--- src/rtl/core/bilinear_grid_sampler_unit_defines.svh ---
// ----------------------------------------------------------------------------
// Bilinear grid sampler assertion macros
// Shared concurrent assertion forms, clocked on clk and disabled in reset.
// ----------------------------------------------------------------------------
`ifndef BILINEAR_GRID_SAMPLER_UNIT_DEFINES_SVH
`define BILINEAR_GRID_SAMPLER_UNIT_DEFINES_SVH

// condition must hold at every edge out of reset
`define BGS_ASSERT_ALWAYS(label, cond, msg) \
    label: assert property (@(posedge clk) disable iff (!rst_n) (cond)) \
        else $error(msg);

// antecedent at one edge implies the consequent sequence from that edge
`define BGS_ASSERT_IMPLY(label, ante, cons, msg) \
    label: assert property (@(posedge clk) disable iff (!rst_n) (ante) |-> (cons)) \
        else $error(msg);

`endif

--- src/rtl/core/bgs_pkg.sv ---
// ----------------------------------------------------------------------------
// Bilinear grid sampler package
// Shared constants, register codes and inter-module control types.
// ----------------------------------------------------------------------------
package bgs_pkg;

    localparam int DEF_MAX_WIDTH       = 64;
    localparam int DEF_MAX_HEIGHT      = 64;
    localparam int DEF_PIXEL_BITS      = 16;
    localparam int DEF_COORD_FRAC_BITS = 14;

    localparam int COORD_BITS     = 16;
    localparam int LOAD_BITS      = 6;
    localparam int DIM_REG_BITS   = 7;
    localparam int CFG_INDEX_BITS = 2;
    localparam int DIM_RESET      = 64;

    localparam logic REQ_LOAD   = 1'b0;
    localparam logic REQ_SAMPLE = 1'b1;

    typedef enum logic [CFG_INDEX_BITS-1:0] {
        REG_IMAGE_WIDTH  = 2'd0,
        REG_IMAGE_HEIGHT = 2'd1
    } cfg_reg_e;

    // corner flags of one axis: lower neighbor / upper neighbor inside plane
    typedef struct packed {
        logic hi;
        logic lo;
    } axis_in_t;

    // corner inside flags, named row then column offset
    typedef struct packed {
        logic c11;
        logic c10;
        logic c01;
        logic c00;
    } corner_ok_t;

    // width of (g + one) for the coordinate add
    function automatic int axis_sum_w(int frac_bits);
        int w;
        w = (COORD_BITS > frac_bits + 1) ? COORD_BITS : frac_bits + 1;
        return w + 1;
    endfunction

    // width of the integer pixel index out of the axis mapper
    function automatic int axis_base_w(int dim_w, int frac_bits);
        return axis_sum_w(frac_bits) + dim_w + 1 - frac_bits - 1;
    endfunction

endpackage

--- src/rtl/core/bgs_axis_map.sv ---
// ----------------------------------------------------------------------------
// Bilinear grid sampler axis mapper
// Maps a normalized coordinate onto pixel index and fraction over two stages.
// ----------------------------------------------------------------------------
module bgs_axis_map #(
    parameter int MAX_DIM   = bgs_pkg::DEF_MAX_WIDTH,
    parameter int FRAC_BITS = bgs_pkg::DEF_COORD_FRAC_BITS,
    parameter int DIM_W     = $clog2(MAX_DIM + 1),
    parameter int BASE_W    = bgs_pkg::axis_base_w(DIM_W, FRAC_BITS)
)(
    input  logic                                 clk,
    input  logic signed [bgs_pkg::COORD_BITS-1:0] coord,
    input  logic        [DIM_W-1:0]              size,
    output logic signed [BASE_W-1:0]             base,
    output logic        [FRAC_BITS-1:0]          frac,
    output bgs_pkg::axis_in_t                    in_plane
);
    import bgs_pkg::*;

    localparam int SUM_W  = axis_sum_w(FRAC_BITS);
    localparam int PROD_W = SUM_W + DIM_W + 1;
    localparam int CMP_W  = ((BASE_W > DIM_W) ? BASE_W : DIM_W) + 2;
    localparam logic signed [SUM_W-1:0] ONE = SUM_W'(1) << FRAC_BITS;

    logic signed [SUM_W-1:0]   shifted;
    logic signed [DIM_W:0]     span;
    logic signed [PROD_W-1:0]  prod_reg, prod_next;
    logic signed [BASE_W-1:0]  base_reg, base_next;
    logic        [FRAC_BITS-1:0] frac_reg, frac_next;
    axis_in_t                  in_plane_reg, in_plane_next;
    logic signed [CMP_W-1:0]   lo_pos, hi_pos, size_cmp;

    // stage 1: (g + one) * (size - 1)
    always_comb
    begin
        shifted   = SUM_W'(coord) + ONE;
        span      = signed'({1'b0, size - 1'b1});
        prod_next = PROD_W'(shifted) * PROD_W'(span);
    end

    // stage 2: halving is folded into the bit selects
    always_comb
    begin
        base_next        = prod_reg[PROD_W-1:FRAC_BITS+1];
        frac_next        = prod_reg[FRAC_BITS:1];
        lo_pos           = CMP_W'(base_next);
        hi_pos           = lo_pos + signed'(CMP_W'(1));
        size_cmp         = CMP_W'(signed'({1'b0, size}));
        in_plane_next.lo = !lo_pos[CMP_W-1] && (lo_pos < size_cmp);
        in_plane_next.hi = !hi_pos[CMP_W-1] && (hi_pos < size_cmp);
    end

    always_ff @(posedge clk)
    begin
        prod_reg     <= prod_next;
        base_reg     <= base_next;
        frac_reg     <= frac_next;
        in_plane_reg <= in_plane_next;
    end

    assign base     = base_reg;
    assign frac     = frac_reg;
    assign in_plane = in_plane_reg;

endmodule

--- config.mk ---
export PLATFORM = sky130hd
export DESIGN_NAME = bgs_axis_map
export DESIGN_NICKNAME = d
export VERILOG_FILES = /design/src/rtl/core/bilinear_grid_sampler_unit_defines.svh /design/src/rtl/core/bgs_pkg.sv /design/src/rtl/core/bgs_axis_map.sv
export SDC_FILE = /design/constraint.sdc
export NUM_CORES = 1
export LEC_CHECK = 0
export ABC_AREA = 1
export BUFFER_PORTS_ARGS = -buffer_cell sky130_fd_sc_hd__buf_2
export CORE_UTILIZATION = 50
export CTS_CLUSTER_SIZE = 10
export DETAILED_ROUTE_END_ITERATION = 12
export GPL_TIMING_DRIVEN = 0
export MAX_ROUTING_LAYER = met4
export PLACE_DENSITY = 0.7
export SLEW_MARGIN = 5
export SYNTH_ARGS = -nofsm -noshare
export SYNTH_HDL_FRONTEND = slang
export SYNTH_SLANG_ARGS = --single-unit
--- constraint.sdc ---
create_clock -name clk -period 15.7 [get_ports clk]
set_clock_uncertainty 0.05 [all_clocks]
set_input_delay 3.14 -clock clk [delete_from_list [all_inputs] [get_ports clk]]
set_output_delay 3.14 -clock clk [all_outputs]
set_load 0.02 [all_outputs]
# --- Word level (Yosys, flattened, before mapping) ---
# Cells that the tools add are included.
classes:
  div: 0
  add_sub_neg: 3
  shifts: 0
  bitwise_logic: 0
  eq_ne: 0
  order_cmp: 2
  n_mux: 0
  multipliers: 1
  n_reduce_logical: 4
op_table:
  columns: ["op", "count"]
  rows:
  - ["multiplier 17 x 8 -> 25 bit", 1]
  - ["adder 16 x 16 -> 17 bit (second input constant)", 1]
  - ["adder 10 x 2 -> 11 bit (second input constant)", 1]
  - ["< comparator 11 x 8 -> 1 bit", 1]
  - ["< comparator 10 x 8 -> 1 bit", 1]
  - ["subtractor 7 x 1 -> 7 bit (second input constant)", 1]
  - ["logical AND 1 bit", 2]
  - ["logical NOT 1 bit", 2]
word_totals:
  mem_bits_ro: 0
  output_inout_bits: 26
  latch_bits: 0
  ff_bits: 51
  ram_bits: 0
  n_memories: 0

# --- Logic depth before layout (Yosys ltp) ---
depth:
  ltp_word: 3
  mapped_depth: 28
  ltp_nobuf: 26

# --- Least setup slack after synthesis ---
# No wires, ideal clock.
synth_timing:
  kind: "input port to flip-flop"
  startpoint: "input size[0]"
  endpoint: "register prod_reg[22]"
  cell_stages: 24
  arrival_ns: 7.306
  slack_ns: 8.231
  setup_ns: 0.113
  cell_sequence: "buf_6 inv_6 ha_1 or2_2 nand2_1 buf_2 nor2_1 fa_1 inv_1 fa_1 inv_1 fa_1 inv_1 fa_1 inv_1 ha_1 nand2_1 nand2_1 a21oi_1 nor2_1 o21bai_1 nand3_1 nand2_1 nand2_1"
synth_via:
  elab_chain_len: 2
synth_lines:
  columns: ["element", "line_no", "text"]
  rows:
  - ["from (decl)", "bgs_axis_map.sv:13", "input logic [DIM_W-1:0] size,"]
  - ["subtractor 7 x 1 -> 7 bit", "bgs_axis_map.sv:37", "span = signed'({1'b0, size - 1'b1});"]
  - ["multiplier 17 x 8 -> 25 bit", "bgs_axis_map.sv:38", "prod_next = PROD_W'(shifted) * PROD_W'(span);"]
  - ["named net prod_next[22]", "bgs_axis_map.sv:27", "logic signed [PROD_W-1:0] prod_reg, prod_next;"]
  - ["to (signal assigned)", "bgs_axis_map.sv:55", "prod_reg <= prod_next;"]
  - ["to (decl)", "bgs_axis_map.sv:27", null]
# The timed path passes the listed nets, and every way through them passes these cells.

# --- Worst setup path in the final report ---
layout_timing:
  startpoint: "input size[1]"
  endpoint: "register prod_reg[14]"
# Same word-level chain as after synthesis.

==> metrics <==
Setup Viol. Count Final=0; H-tree depth=2; fin crit share=0.507; vias per cell=a little under 5; Post-Syn Area per Cell=7.69 um^2; Netlist Area Pre-Place=0.00635 mm^2; CP Capture Type=flip-flop; max frequency=between 100 and 150 MHz; clock power share=0.096; final max-slew violation count=0; final net count=1,062; total CTS buffers=5; worst-path fanout max=10; GP Congestion=0.955; area of the multi-input gates=0.00447 mm^2; Die Y-Extent=around 110 um; area grow syn2layout=9.75%; Worst setup SP type=input port; io pins=50; # port buffers=48; register area share after synthesis=0.158; vias=5,078; max reg flops=24; max_cap viols=0; Clk pin slew, worst setup/hold paths=70 ps; post-place setup slack=between 7000 and 8000 ps; cell taking the most area after synthesis=fa_1; Synth Area in XOR/XNOR=0.0363; Synthesized Nets=approximately 1,000; Hold Fails Final Rpt=0; total wire length=13.6 mm; library cells used by synthesis=31; fillers=1,200; CTS-repair resized insts=0; DPL Wire Length=11.6 mm; Hold WC Path Type=flip-flop to flip-flop; fin crit period=7950 ps; Die Width=115 um; pin count of the biggest net entering global routing=17; Worst-Margin Slew=561 ps; Yosys top cell area share=0.287; Placed Instance Area=approximately 0.0068 mm^2; post-synthesis adder-cell area fraction=0.417; combinational share of power=0.719; Mapped Cells=approximately 830; CP Data Required Time=15,850 ps; Post-Synth Simple-Gate Area=0.204; TritonRoute pass-1 iters=5; Cell Int Power=a little over 0.0006 W; PwrDens=181 mW/mm^2; Routed WL per cell=13.0 um; status=complete, no violations; ANT cells=0; Root Buffer=clkbuf_16; vias in the first global route=approximately 5,200; largest family of logic cells by synthesized area=adder cells; gr usage total=0.242; Arr. time, crit path=8100 ps; share of cells above drive strength 1=0.0896; CTS tree=done; postcts setup bufs=0; sw power=between 0.0006 and 0.0007 W; clock buffer depth=2; Initial Utilization=0.520; worst skew pair latency=about 280 ps; YS warnings=0; CTS sink count=50; Worst VDD drop=85.1 uV; Tot Pwr=between 0.001 and 0.0015 W; Slew HR=0.626; fin worst setup slack=7750 ps; sw frac=0.520; Rows=40; top post-synthesis cells by area=fa_1, dfxtp_1, ha_1; grt ovf=0; die area=roughly 0.013 mm^2; critical path class=input port to flip-flop; Synth Area in Compound Gates=0.0473; Post-route DRC=0; Detail Route Antenna Nets=0; DRT iter0 DRCs=approximately 260; cts hold-fix bufs=0; Fin Hold WS=around 270 ps; unrepaired setup endpoints after global routing=false; Leak=3.87 nW; Reg power frac=0.184; core area=0.0122 mm^2; first-pass GRT wire length=24.2 mm; TNS Setup=0 ps; Register Area=0.00100 mm^2; Final Instance Area=around 0.0070 mm^2; #FFs+latches synth=50; initial antenna violation count=0; mux share of post-synthesis cell area=0
-- per-stage QoR --
step,cells,util
6_report,1050,0.571
5_1_grt,1050,0.571
4_1_cts,1050,0.571
3_5_place_dp,1042,0.557
3_3_place_gp,1042,0.557
2_1_floorplan,826,-
-- final cells by class --
cell class	count	area share
well taps	168	0.0302
clock inverters	3	0.00628
inverters	217	0.118
flip-flops and latches	50	0.144
repair buffers	48	0.0345
clock buffers	5	0.0180
plain buffers	8	0.00808
multi-input cells	551	0.642
-- cells in the final DEF, fill, tap and decap left out, drive strengths merged --
| cell type | synthesis | layout |
|---|---|---|
| nand3 | 24 | 24 |
| nor2 | 135 | 135 |
| nand4 | 13 | 13 |
| dfxtp | 50 | 50 |
| o211a | 1 | 1 |
| o211ai | 1 | 1 |
| bufinv | 0 | 1 |
| nand2 | 141 | 141 |
| o21a | 3 | 3 |
| or2 | 1 | 1 |
| ha | 66 | 66 |
| and2 | 1 | 1 |
| a21oi | 32 | 32 |
| o21bai | 2 | 2 |
| a21o | 1 | 1 |
| o21ai | 14 | 14 |
| fa | 91 | 91 |
| nor3 | 3 | 3 |
| clkinv | 0 | 1 |
| buf | 6 | 54 |
| clkbuf | 2 | 7 |
| xnor2 | 6 | 6 |
| inv | 217 | 218 |
| xor2 | 16 | 16 |
-- synthesized netlist by cell type --
master / number
o211ai_1: 1
xor2_4: 2
and2_1: 1
o21bai_1: 2
a21oi_1: 32
ha_1: 66
nand2_1: 135
nor2_2: 2
a21o_1: 1
nand3_2: 2
clkbuf_1: 2
dfxtp_1: 50
fa_1: 91
inv_1: 215
or2_2: 1
buf_6: 3
o21ai_2: 2
nand4_1: 13
inv_6: 1
o211a_1: 1
inv_2: 1
nor2_1: 133
buf_2: 3
nand3_1: 22
o21ai_1: 2
nand2_2: 6
nor3_1: 3
xnor2_1: 6
o21a_1: 3
o21ai_0: 10
xor2_1: 14
-- layer usage --
layer | vias to the layer above | GRT usage | wire (um)
met2 | 112 | 0.413 | 6460
met1 | 2403 | 0.312 | 6380
met4 | 0 | 0.0390 | 142
met5 | - | - | 0
met3 | 10 | 0.0323 | 619
li1 | 2553 | - | -
-- power groups by stage --
stage	clock (W)	combinational [W]	sequential [W]
6_report	0.000121	0.000905	0.000232
5_1_grt	0.000129	0.00105	0.000240
4_1_cts	0.000123	0.000912	0.000232
3_5_place_dp	0	0.000905	0.000235
3_3_place_gp	0	0.000896	0.000233
2_1_floorplan	0	0.000649	0.000268
-- worst max-delay path: stages --
cell	delay [ps]
buf_2	110
inv_1	110
ha_1	200
nand2_1	80
inv_1	90
nand2_1	50
nand2_1	300
buf_2	350
nor2_1	100
fa_1	540
inv_1	50
fa_1	480
inv_1	60
fa_1	540
inv_1	70
fa_1	540
inv_1	50
ha_1	360
nand2_1	90
nand2_1	70
a21oi_1	230
nand2_2	110
a21oi_1	190
xnor2_1	170
-- cell families (layout without fill, tap and decap cells) --
family,after synthesis,in the layout
fa+ha+maj,157,157
simple gates,318,318
flops,50,50
buf+inv,225,281
xor+xnor,22,22
compound gates,54,54
-- final timing paths --
kind	cells past startpoint	start	endpoint	slack, ps
max	24	size[1]	prod_reg[14]$_DFF_P_	7750
min	0	prod_reg[4]$_DFF_P_	frac[3]$_DFF_P_	270
max reg2reg	9	prod_reg[15]$_DFF_P_	in_plane[1]$_DFF_P_	13670
min reg2reg	0	prod_reg[4]$_DFF_P_	frac[3]$_DFF_P_	270
(Power assumes the default switching activity.)
