==> src/rtl/core/bilinear_grid_sampler_unit_defines.svh <==
// ----------------------------------------------------------------------------
// Bilinear grid sampler assertion macros
// Shared concurrent assertion forms, clocked on clk and disabled in reset.
// ----------------------------------------------------------------------------
`ifndef BILINEAR_GRID_SAMPLER_UNIT_DEFINES_SVH
`define BILINEAR_GRID_SAMPLER_UNIT_DEFINES_SVH

// condition must hold at every edge out of reset
`define BGS_ASSERT_ALWAYS(label, cond, msg) \
    label: assert property (@(posedge clk) disable iff (!rst_n) (cond)) \
        else $error(msg);

// antecedent at one edge implies the consequent sequence from that edge
`define BGS_ASSERT_IMPLY(label, ante, cons, msg) \
    label: assert property (@(posedge clk) disable iff (!rst_n) (ante) |-> (cons)) \
        else $error(msg);

`endif

==> src/rtl/core/bgs_pkg.sv <==
// ----------------------------------------------------------------------------
// Bilinear grid sampler package
// Shared constants, register codes and inter-module control types.
// ----------------------------------------------------------------------------
package bgs_pkg;

    localparam int DEF_MAX_WIDTH       = 64;
    localparam int DEF_MAX_HEIGHT      = 64;
    localparam int DEF_PIXEL_BITS      = 16;
    localparam int DEF_COORD_FRAC_BITS = 14;

    localparam int COORD_BITS     = 16;
    localparam int LOAD_BITS      = 6;
    localparam int DIM_REG_BITS   = 7;
    localparam int CFG_INDEX_BITS = 2;
    localparam int DIM_RESET      = 64;

    localparam logic REQ_LOAD   = 1'b0;
    localparam logic REQ_SAMPLE = 1'b1;

    typedef enum logic [CFG_INDEX_BITS-1:0] {
        REG_IMAGE_WIDTH  = 2'd0,
        REG_IMAGE_HEIGHT = 2'd1
    } cfg_reg_e;

    // corner flags of one axis: lower neighbor / upper neighbor inside plane
    typedef struct packed {
        logic hi;
        logic lo;
    } axis_in_t;

    // corner inside flags, named row then column offset
    typedef struct packed {
        logic c11;
        logic c10;
        logic c01;
        logic c00;
    } corner_ok_t;

    // width of (g + one) for the coordinate add
    function automatic int axis_sum_w(int frac_bits);
        int w;
        w = (COORD_BITS > frac_bits + 1) ? COORD_BITS : frac_bits + 1;
        return w + 1;
    endfunction

    // width of the integer pixel index out of the axis mapper
    function automatic int axis_base_w(int dim_w, int frac_bits);
        return axis_sum_w(frac_bits) + dim_w + 1 - frac_bits - 1;
    endfunction

endpackage

==> src/rtl/core/bgs_blend.sv <==
// ----------------------------------------------------------------------------
// Bilinear grid sampler blend
// Corner weights, weighted pixels, then sum, rounding and saturation.
// ----------------------------------------------------------------------------
module bgs_blend #(
    parameter int PIXEL_BITS = bgs_pkg::DEF_PIXEL_BITS,
    parameter int FRAC_BITS  = bgs_pkg::DEF_COORD_FRAC_BITS
)(
    input  logic                         clk,
    input  logic [FRAC_BITS-1:0]         frac_x,
    input  logic [FRAC_BITS-1:0]         frac_y,
    input  bgs_pkg::corner_ok_t          ok,
    input  logic signed [PIXEL_BITS-1:0] corner_pix [4],
    input  logic                         out_en,
    output logic signed [PIXEL_BITS-1:0] sample_value
);
    import bgs_pkg::*;

    localparam int WT_W   = FRAC_BITS + 1;
    localparam int MUL_W  = 2 * WT_W;
    localparam int PROD_W = PIXEL_BITS + WT_W + 1;
    localparam int SUM_W  = PROD_W + 2;
    localparam int RES_W  = SUM_W - FRAC_BITS;
    localparam logic [WT_W-1:0]  ONE  = WT_W'(1) << FRAC_BITS;
    localparam logic [MUL_W-1:0] HALF = MUL_W'(1) << (FRAC_BITS - 1);
    localparam logic signed [SUM_W-1:0] RND = SUM_W'(1) << (FRAC_BITS - 1);
    localparam logic signed [RES_W-1:0] HI =
        RES_W'((64'(1) << (PIXEL_BITS - 1)) - 64'(1));
    localparam logic signed [RES_W-1:0] LO = ~HI;

    logic [WT_W-1:0]            wx [2];
    logic [WT_W-1:0]            wy [2];
    logic [MUL_W-1:0]           wmul [4];
    logic [3:0]                 ok_bits;
    logic [WT_W-1:0]            wt_reg [4], wt_next [4];
    logic signed [PROD_W-1:0]   prod_reg [4], prod_next [4];
    logic signed [SUM_W-1:0]    sum, rounded;
    logic signed [RES_W-1:0]    res;
    logic signed [PIXEL_BITS-1:0] sample_reg, sample_next;

    // stage 3 weights: outside corners get weight zero
    always_comb
    begin
        wx[0]   = ONE - WT_W'(frac_x);
        wx[1]   = WT_W'(frac_x);
        wy[0]   = ONE - WT_W'(frac_y);
        wy[1]   = WT_W'(frac_y);
        ok_bits = {ok.c11, ok.c10, ok.c01, ok.c00};
        for (int c = 0; c < 4; c++)
        begin
            wmul[c]    = MUL_W'(wx[c[0]]) * MUL_W'(wy[c[1]]) + HALF;
            wt_next[c] = ok_bits[c] ? wmul[c][FRAC_BITS+WT_W-1:FRAC_BITS] : '0;
        end
    end

    // stage 4 weighted pixels; a zero weight skips the word, which for a
    // corner off the plane may never have been loaded
    always_comb
    begin
        for (int c = 0; c < 4; c++)
        begin
            prod_next[c] = (wt_reg[c] == '0) ? '0
                         : PROD_W'(corner_pix[c]) * PROD_W'(signed'({1'b0, wt_reg[c]}));
        end
    end

    // output stage: sum, round half up, saturate
    always_comb
    begin
        sum = SUM_W'(prod_reg[0]) + SUM_W'(prod_reg[1])
            + SUM_W'(prod_reg[2]) + SUM_W'(prod_reg[3]);
        rounded = sum + RND;
        res     = RES_W'(rounded >>> FRAC_BITS);
        if (res > HI)
        begin
            sample_next = HI[PIXEL_BITS-1:0];
        end
        else if (res < LO)
        begin
            sample_next = LO[PIXEL_BITS-1:0];
        end
        else
        begin
            sample_next = res[PIXEL_BITS-1:0];
        end
    end

    always_ff @(posedge clk)
    begin
        wt_reg   <= wt_next;
        prod_reg <= prod_next;
        if (out_en)
        begin
            sample_reg <= sample_next;
        end
    end

    assign sample_value = sample_reg;

endmodule

==> config.mk <==
export PLATFORM = sky130hd
export DESIGN_NAME = bgs_blend
export DESIGN_NICKNAME = d
export VERILOG_FILES = /design/src/rtl/core/bilinear_grid_sampler_unit_defines.svh /design/src/rtl/core/bgs_pkg.sv /design/src/rtl/core/bgs_blend.sv
export SDC_FILE = /design/constraint.sdc
export NUM_CORES = 2
export LEC_CHECK = 0
export ABC_AREA = 0
export ABC_CLOCK_PERIOD_IN_PS = 9200
export BUFFER_PORTS_ARGS = -buffer_cell sky130_fd_sc_hd__buf_4
export CORE_ASPECT_RATIO = 1.2
export CORE_MARGIN = 4
export CORE_UTILIZATION = 42
export CTS_CLUSTER_DIAMETER = 200
export DETAILED_ROUTE_END_ITERATION = 16
export REMOVE_ABC_BUFFERS = 1
export SYNTH_ARGS = -nofsm -noshare
export SYNTH_HDL_FRONTEND = slang
export SYNTH_SLANG_ARGS = --single-unit
==> constraint.sdc <==
create_clock -name clk -period 9.2 [get_ports clk]
set_input_delay 1.84 -clock clk [delete_from_list [all_inputs] [get_ports clk]]
set_output_delay 1.84 -clock clk [all_outputs]
set_load 0.03 [all_outputs]
## Word level (Yosys, flattened, before mapping)

Index checks and enable logic that the tools add are counted.

| cells by class | value |
|---|---|
| add/subtract/negate cells | 10 |
| $lt $le $gt $ge | 2 |
| multiply operators | 8 |
| multiplexer cells | 1 |
| reduce and logical (&&, ||, !) cells | 4 |

Operators by type and width:

| operator | count |
|---|---|
| 16-bit by 16-bit multiplier with 32-bit output | 4 |
| 29-bit by 14-bit adder with 29-bit output (second input constant) | 3 |
| 15-bit zero test | 4 |
| 33-bit by 32-bit adder with 34-bit output | 1 |
| 34-bit by 15-bit adder with 34-bit output (second input constant) | 1 |
| 34-bit by 32-bit adder with 34-bit output | 1 |
| 32-bit by 32-bit adder with 33-bit output | 1 |
| 15-bit by 14-bit subtractor with 15-bit output (first input constant) | 2 |
| 28-bit by 14-bit adder with 29-bit output (second input constant) | 1 |
| 14-bit by 15-bit multiplier with 29-bit output | 1 |
| 15-bit by 14-bit multiplier with 29-bit output | 1 |
| 15-bit by 15-bit multiplier with 29-bit output | 1 |
| 14-bit by 14-bit multiplier with 28-bit output | 1 |
| 20-bit by 16-bit > comparator with 1-bit output (second input constant) | 1 |
| 20-bit by 16-bit less-than comparator with 1-bit output (second input constant) | 1 |
| 16-bit 2-to-1 mux | 1 |

| storage, ports and cells | value |
|---|---|
| register bits after elaboration | 204 |
| output and inout bits | 16 |

## Depth between registers and ports, before layout

| depth | value |
|---|---|
| word-level depth | 6 |
| mapped depth | 31 |

## Least setup slack after synthesis

Ideal clock, no wire load.

| timing | value |
|---|---|
| path type | input -> register |
| start point | input frac_x[1] |
| end point | register wt_reg[29] in the netlist's numbering |
| arrival | 8.935 ns |
| cell stages on the path | 26 |
| path buffers | 1 |
| data required time | 9.124 ns |
| setup slack | 0.189 ns |
| path through | clkinv_1 ha_1 nand2_1 nor3_1 nand2_1 nor3_1 xnor2_1 clkbuf_1 nand2_1 fa_1 fa_1 inv_1 fa_1 fa_1 fa_1 fa_1 ha_1 a21o_1 a21oi_1 o22ai_1 nor3_1 o21ai_0 a41o_1 o211a_1 or3_1 a21boi_0 |

| on the way | value |
|---|---|
| cells in the longest elaborated chain, start to end | 3 |

RTL lines:

| item | RTL line | source |
|---|---|---|
| start, declared | bgs_blend.sv:10 | `input logic [FRAC_BITS-1:0] frac_x,` |
| 15-bit by 14-bit subtractor with 15-bit output | bgs_blend.sv:44 | `wx[0] = ONE - WT_W'(frac_x);` |
| 15-bit by 14-bit multiplier with 29-bit output | bgs_blend.sv:51 | `wmul[c] = MUL_W'(wx[c[0]]) * MUL_W'(wy[c[1]]) + HALF;` |
| 29-bit by 14-bit adder with 29-bit output | bgs_blend.sv:51 |  |
| end signal, assigned | bgs_blend.sv:90 | `wt_reg <= wt_next;` |
| end, declared | bgs_blend.sv:35 | `logic [WT_W-1:0] wt_reg [4], wt_next [4];` |

No other way between the ends.
A chain may end at the register's enable or synchronous reset.

## Worst setup path after layout

| timing | value |
|---|---|
| start point | input frac_y[3] |
| end point | register wt_reg[41] in the netlist's numbering |

| on the way | value |
|---|---|
| cells in the longest elaborated chain, start to end | 3 |

RTL lines:

| item | RTL line | source |
|---|---|---|
| start, declared | bgs_blend.sv:11 | `input logic [FRAC_BITS-1:0] frac_y,` |
| 15-bit by 14-bit subtractor with 15-bit output | bgs_blend.sv:46 | `wy[0] = ONE - WT_W'(frac_y);` |
| 14-bit by 15-bit multiplier with 29-bit output | bgs_blend.sv:51 |  |
| 29-bit by 14-bit adder with 29-bit output | bgs_blend.sv:51 |  |

No other way between the ends.

==> out/results.ini <==
[clock_network]
cts_tree = built
cts_num_sinks = 204
clock_latency_ns = 0.58
path_clk_slew_ns = 0.06
clockRootBuffer = clkbuf_16
ctsLongestPathBuffers = 3
cts_inserted_buffers = 26
h-tree-depth = 1

[synth]
synthMostInstantiatedCell = inv_1
ys_ff_latch = 204
synth_edf_count = 16
synthDistinctLibCells = 71
ys_warn_count = 0
synthCells = 7867
yosysSeqAreaShare_pct = 5.88
synth_common_cells = inv_1 (1863), fa_1 (1662), nand2_1 (975)
ys.flop_type = dfxtp_1
async_flop_share_pct = 0
synth_area_leaders = fa_1 (46%), ha_1 (14%), inv_1 (9.7%)
syn_avg_cell_area_um2 = 9.17
yosysTopAreaCellShare_pct = 46.1
syn_area_um2 = 72200
yosys.area.top_type = fa_1

[critical_path]
crit_slowest_cell = fa_1
endpoint_kind = flip-flop
rr_startpoint = wt_reg[31]
cp_slowest_stage_delay_ns = 0.55
crit_fanout = 3
start_kind = primary input
crit_top_cell = fa_1
crit_path_start = frac_y[3]
crit_arrival_ns = 9.27
path_class = in -> reg
crit_required_ns = 9.64

[placed_design]
portBuffers = 113
dp_hpwl_mm = 161
finalWeightedCongestion = 0.922
pre_cts_slack_ns = -0.467

[detailed_routing]
vias_per_cell = 5.04
ant_nets = 0
dr.first_iter.drc_count = 2571
post-route-drc-count = 0
dr.pass1.iters = 5
post_drt_wl_per_cell_um = 18.6
wl_mm = 190
vias = 51500

[layout]
final_layout_size_suffix_gt1_share_pct = 5.30
syn_to_final_growth_pct = 7.14
fin_util_pct = 45.3
fin_nets = 10500
fill_cells = 16700
largest_reg_flops = 128

[floorplanning]
num_io_pins = 114
row_count = 166
die-area_um2 = 179000
core-area_um2 = 171000
chipHeight_um = 462
dieWidth_um = 386
initial_core_util_pct = 42.3

[timing]
slew_headroom_pct = 26.4
setup_viol = 0
finalCritPeriodShare_pct = 96.0
finalWorstSetupSlack_ns = 0.370
fmax_ghz = 0.113
slew_violations = 0
fin_skew_ns = 0.0342
hold_viol_final = 0
timing.final.crit_period_ns = 8.83
rsz0062_at_grt = no
fin_setup_tns_ns = 0
tightest_slew_ns = 1.10

[run]
max-cap-violations = 0

[global_routing]
grt_overflow_total = 0
antenna_found_initial = 7
grt_pass1_wl_mm = 313
track_usage_pct = 21.9
grt_pass1_vias = 57900
grt_max_degree = 34

[min_path]
min_from = wt_reg[15]
hold_class = reg -> reg

[run_status]
status = completed

-- metal layers --
| metal | global-route usage [%] | vias to the layer above | wire length, um |
|---|---|---|---|
| met5 | 0 | - | 41 |
| li1 | - | 23400 | - |
| met2 | 40.7 | 1143 | 98700 |
| met3 | 1.80 | 264 | 8310 |
| met4 | 5.75 | 6 | 5530 |
| met1 | 27.4 | 26700 | 77100 |
-- final cells by class --
| class | count | area (um2) | area share (%) |
|---|---|---|---|
| diodes | 2 | 5.00 | 0.00647 |
| clock buffers | 30 | 687 | 0.888 |
| clock inverters | 18 | 183 | 0.236 |
| inverters | 1865 | 7000 | 9.05 |
| multi-input cells | 5486 | 59900 | 77.4 |
| flip-flops and latches | 204 | 4240 | 5.49 |
| well taps | 2268 | 2840 | 3.67 |
| repair buffers | 335 | 2510 | 3.25 |
-- worst max-delay path, delay by kind of cell --
kind | cells | cell delay, ns
AO/OA/AOI/OAI | 7 | 1.40
XOR/XNOR | 1 | 0.17
adder cells (fa/ha/maj) | 7 | 3.26
buffers and inverters | 6 | 0.48
AND/OR/NAND/NOR | 8 | 2.09
-- layout by cell type, fill, tap and decap left out, types with 129 or more instances in the layout --
cell     instances
a21oi_1        152
buf_4          335
nand2_1        975
xnor2_1        129
nor2_1         260
ha_1           792
dfxtp_1        188
and2_1         789
inv_1         1863
fa_1          1662
-- logic make-up (layout without fill, tap and decap cells) --
group	after synthesis	after routing	synth area share [%]
fa+ha+maj	2454	2454	59.8
simple gates	2311	2311	15.7
buf+inv	2177	2248	11.4
compound gates	495	495	4.51
xor+xnor	219	219	2.66
flops	204	204	5.88
mux	7	7	0.0971
other cells	0	2	0
-- path summary, 6_finish.rpt --
check	endpoint	cells past startpoint	slack [ns]
worst min register to register	prod_reg[32]	2	0.71
worst min-delay path	prod_reg[32]	2	0.71
worst max-delay path	wt_reg[41]	29	0.37
worst max register to register	prod_reg[95]	23	1.69
-- metrics by stage --
| step | cell area, um2 | hold slack [ns] | instances |
|---|---|---|---|
| after floorplan | 71000 | 0.611 | 7555 |
| after global placement | 76400 | 0.701 | 10200 |
| after detailed placement | 76400 | 0.711 | 10200 |
| after CTS | 77300 | 0.721 | 10200 |
| after global routing | 77300 | 0.730 | 10200 |
| final | 77300 | 0.714 | 10200 |
-- timing repair --
action,4_1_cts,5_1_grt
gates resized for setup,0,11
buffers inserted,0,1
setup endpoints to repair,0,13
hold buffers,0,0
Power is not shown: default switching activity piles up to over one toggle a cycle in this logic, so the estimate is an artifact.
